**src/design/sfd_pkg.sv**
```systemverilog
// Package for the stereo feedback delay: sample and gain types, register
// indexes, reset values and the saturation helper. Depends on nothing.
`default_nettype none

package sfd_pkg;

	typedef logic signed [15:0] sample_t;
	typedef logic [1:0]         cfg_idx_t;

	localparam int CFG_DW  = 18;
	localparam int DELAY_W = 18;
	localparam int FB_W    = 15;
	localparam int MIX_W   = 16;

	localparam cfg_idx_t REG_DELAY    = 2'd0;
	localparam cfg_idx_t REG_FEEDBACK = 2'd1;
	localparam cfg_idx_t REG_WET_MIX  = 2'd2;

	localparam int DELAY_RESET = 22050;
	localparam logic [FB_W-1:0]  FB_RESET  = 15'd16384;
	localparam logic [FB_W-1:0]  FB_MAX    = 15'd31130;
	localparam logic [MIX_W-1:0] MIX_RESET = 16'd16384;
	localparam logic [MIX_W-1:0] ONE_Q15   = 16'd32768;

	typedef struct packed {
		logic [FB_W-1:0]  fb;
		logic [MIX_W-1:0] wet;
		logic [MIX_W-1:0] dry;
	} gain_t;

	function automatic sample_t sat16(input logic signed [33:0] v);
		sample_t r;
		if (v > 34'sd32767) begin
			r = 16'sh7FFF;
		end else if (v < -34'sd32768) begin
			r = 16'sh8000;
		end else begin
			r = v[15:0];
		end
		return r;
	endfunction

endpackage

`default_nettype wire

```
**src/design/sfd_lane.sv**
```systemverilog
// One channel lane of the stereo feedback delay: feedback and mix products,
// then rounding and saturation. Depends on sfd_pkg.
`default_nettype none

module sfd_lane (
	input  logic            clk,
	input  logic            en,
	input  sfd_pkg::sample_t dly,
	input  sfd_pkg::sample_t xin,
	input  sfd_pkg::gain_t   gain,
	output sfd_pkg::sample_t stored,
	output sfd_pkg::sample_t result
);
	import sfd_pkg::*;

	logic signed [31:0] fb_prod;
	logic signed [32:0] dry_prod;
	logic signed [32:0] wet_prod;
	logic signed [31:0] fb_prod_s2;
	logic signed [32:0] dry_prod_s2;
	logic signed [32:0] wet_prod_s2;
	sample_t            xin_s2;

	logic signed [31:0] fb_sum;
	logic signed [31:0] fb_shift;
	logic signed [17:0] st_sum;
	logic signed [33:0] mix_sum;
	logic signed [33:0] mix_shift;

	assign fb_prod  = dly * $signed({1'b0, gain.fb});
	assign dry_prod = xin * $signed({1'b0, gain.dry});
	assign wet_prod = dly * $signed({1'b0, gain.wet});

	always_ff @(posedge clk) begin
		if (en) begin
			fb_prod_s2  <= fb_prod;
			dry_prod_s2 <= dry_prod;
			wet_prod_s2 <= wet_prod;
			xin_s2      <= xin;
		end
	end

	// Both shifts round half up: bias by one half, then shift arithmetically.
	always_comb begin
		fb_sum    = fb_prod_s2 + 32'sd16384;
		fb_shift  = fb_sum >>> 15;
		st_sum    = $signed({{2{xin_s2[15]}}, xin_s2}) + $signed(fb_shift[17:0]);
		mix_sum   = $signed({dry_prod_s2[32], dry_prod_s2})
		          + $signed({wet_prod_s2[32], wet_prod_s2}) + 34'sd16384;
		mix_shift = mix_sum >>> 15;
		stored    = sat16($signed({{16{st_sum[17]}}, st_sum}));
		result    = sat16(mix_shift);
	end
endmodule

`default_nettype wire

```
**config.mk**
```make
export PLATFORM = sky130hd
export DESIGN_NAME = sfd_lane
export DESIGN_NICKNAME = d
export VERILOG_FILES = /design/src/design/sfd_pkg.sv /design/src/design/sfd_lane.sv
export SDC_FILE = /design/constraint.sdc
export NUM_CORES = 2
export LEC_CHECK = 0
export ABC_AREA = 1
export ABC_CLOCK_PERIOD_IN_PS = 10780
export BUFFER_PORTS_ARGS = -buffer_cell sky130_fd_sc_hd__buf_2
export CELL_PAD_IN_SITES_DETAIL_PLACEMENT = 0
export CELL_PAD_IN_SITES_GLOBAL_PLACEMENT = 2
export CORE_ASPECT_RATIO = 0.75
export CORE_MARGIN = 2
export CORE_UTILIZATION = 43
export CTS_BUF_LIST = sky130_fd_sc_hd__clkbuf_8
export CTS_CLUSTER_SIZE = 8
export DETAILED_ROUTE_END_ITERATION = 6
export PLACE_DENSITY_LB_ADDON = 0.1
export SYNTH_ARGS = -nofsm -noshare
export SYNTH_HDL_FRONTEND = slang
export SYNTH_SLANG_ARGS = --single-unit
```
**constraint.sdc**
```tcl
create_clock -name clk -period 10.78 [get_ports clk]
set_clock_uncertainty 0.15 [all_clocks]
set_input_delay 0.539 -clock clk [delete_from_list [all_inputs] [get_ports clk]]
set_output_delay 0.539 -clock clk [all_outputs]
set_load 0.01 [all_outputs]
```
==> out/results.ini <==
[routing]
first_pass_iters=5
routedWlPerCell_um=17.52
dr_total_vias=26170
viasPerCell=4.788
wl_um=95760
drtIter0Drc=1599
drc=0
antenna_left=0

[global_route]
grt_pass1_vias=26850
grt_pass1_wl_um=155300
grt_max_degree=53
track_usage_pct=23.86
overflow=0
antenna_found_initial=5

[job]
maxCapViolCount=0

[logic_synthesis]
synth_seq_cells=100
synth_async_sr_flop_share_pct=0
synth_edf_count=100
synthFlopType=edfxtp_1
yosys_warnings=0
syn-num-nets=5557
yosys.area.top_type=fa_1
yosysUniqueCellTypes=49
syn_inst=4438
synth.yosys.seq_area_share_pct=8.650
synth_area_um2=34720
syn_area_per_cell_um2=7.823
synth_top_area_share_pct=36.56
ys_top_cells_by_area=fa_1 37%, ha_1 15%, inv_1 14%

[sta]
setup_viol=0
max_freq_mhz=155.4
tns_ns=0
worst_slew_pin_slew_ns=0.9219
max_slew_margin_pct=38.54
rsz0062_at_grt=no
drv_slew=0
period_share_pct=59.70
finalCriticalPeriod_ns=6.436
hold_viol_final=0

[worst_setup_path]
critPathLaunch=dly[15]
cp.arrival_ns=6.47
crit_family=adder cells
slowest_delay_ns=0.78
crit_path_end_kind=flip-flop
crit_type=in -> reg
critPathMaxFanout=17
cpMaxStageDelayCell=fa_1
path_common_cell=fa_1
worstSetupStartpointType=input pin
cp_num_buf_inv=4
worstPathRequired_ns=10.82
path_cells=buf_2 -> nand2_1 -> fa_1 -> fa_1 -> inv_1 -> fa_1 -> fa_1 -> fa_1 -> inv_1 -> fa_1 -> inv_1 -> ha_1 -> a21oi_1 -> a21boi_0 -> o221ai_1 -> a21oi_1 -> nand2_1 -> xor2_1

[finish]
nNetsFinal=5520
fill_cells=8312
drive_gt1_share_pct=4.063
final_cell_mix=1,284 x inv_1, 1,133 x nand2_1, 634 x fa_1
final_common_cell=inv_1
syn_to_final_growth_pct=4.267

[hold_path]
hold_start=xin[15]
holdCritPathClass=in -> reg
min_path_cells=1
whs_endpoint=xin_s2[15]

[clocking]
cts_resized=0
post_cts_buffers=0
clock-sinks=100
clock_path_buffers=2
root_buffer=clkbuf_8
clk_pin_slew_ns=0.12
numCtsBuffers=9
htree_levels=3
cts_hold_buf=0
cts_tree=yes

[floorplan]
fp.coreArea_um2=80180
die_x_um=332.1
io_pins=113
dieArea_um2=83050
initial_core_util_pct=43.30
rows=90
die-height_um=250.1

[placed_design]
place_hpwl_um=78890
place_congestion=0.8603
portBuffers=112

[run_status]
outcome=completed

cells in the mapped netlist (15+ instances only):
master,number
a21o_1,27
a21oi_1,141
clkbuf_1,150
edfxtp_1,100
fa_1,634
ha_1,404
inv_1,1283
nand2_1,1133
nand2_2,17
nand3_1,57
nand4_1,21
nor2_1,151
nor3_1,22
o21ai_0,56
or2_2,15
xnor2_1,42
xor2_1,77
layout make-up:
| type | instances | area (um^2) | area share, % |
|---|---|---|---|
| antenna | 2 | 5.005 | 0.01383 |
| clock inverter | 7 | 86.33 | 0.2385 |
| multi-input combinational | 2891 | 26260 | 72.53 |
| sequential | 100 | 3003 | 8.296 |
| timing repair buffer | 114 | 578.1 | 1.597 |
| tap | 1058 | 1324 | 3.657 |
| inverter | 1285 | 4823 | 13.32 |
| clock buffer | 9 | 123.9 | 0.3422 |
sequential cells by signal, summed over array words and instances (netlist names):
name and flops:
fb_prod_s2 18, xin_s2 16, wet_prod_s2 33, dry_prod_s2 33
stage by stage:
step / setup slack (ns) / area (um^2) / util (%) / hold WS, ns / std cells
floorplan: 4.622 / 34720 / - / 0.4879 / 4438
global placement: 3.909 / 35980 / 44.88 / 0.6292 / 5448
detailed placement: 3.957 / 35980 / 44.88 / 0.6324 / 5448
CTS: 4.439 / 36190 / 45.14 / 0.1404 / 5464
global route: 4.133 / 36200 / 45.15 / 0.1554 / 5466
finish: 4.344 / 36200 / 45.15 / 0.1683 / 5466
kinds of logic after synthesis:
family	share of synthesized area, %
buf+inv	15.72
simple gates	16.69
fa+ha+maj	51.12
compound gates	4.815
xor+xnor	3.002
flops	8.650
worst max-delay path by stage:
stage	end	depth (start not counted)
final	fb_prod_s2[28]	18
after global routing	wet_prod_s2[31]	23
after CTS	wet_prod_s2[19]	21
after detailed placement	fb_prod_s2[31]	21
after global placement	wet_prod_s2[19]	21
after floorplan	fb_prod_s2[31]	22
layer usage:
metal	vias up	routed length (um)	global-route usage, %
met5	-	41	0
met4	6	762	2.208
met3	41	5203	3.282
met2	582	37820	33.42
met1	12710	51930	39.65
li1	12830	-	-
Power is not shown: default switching activity piles up to over one toggle a cycle in this logic, so the estimate is an artifact.
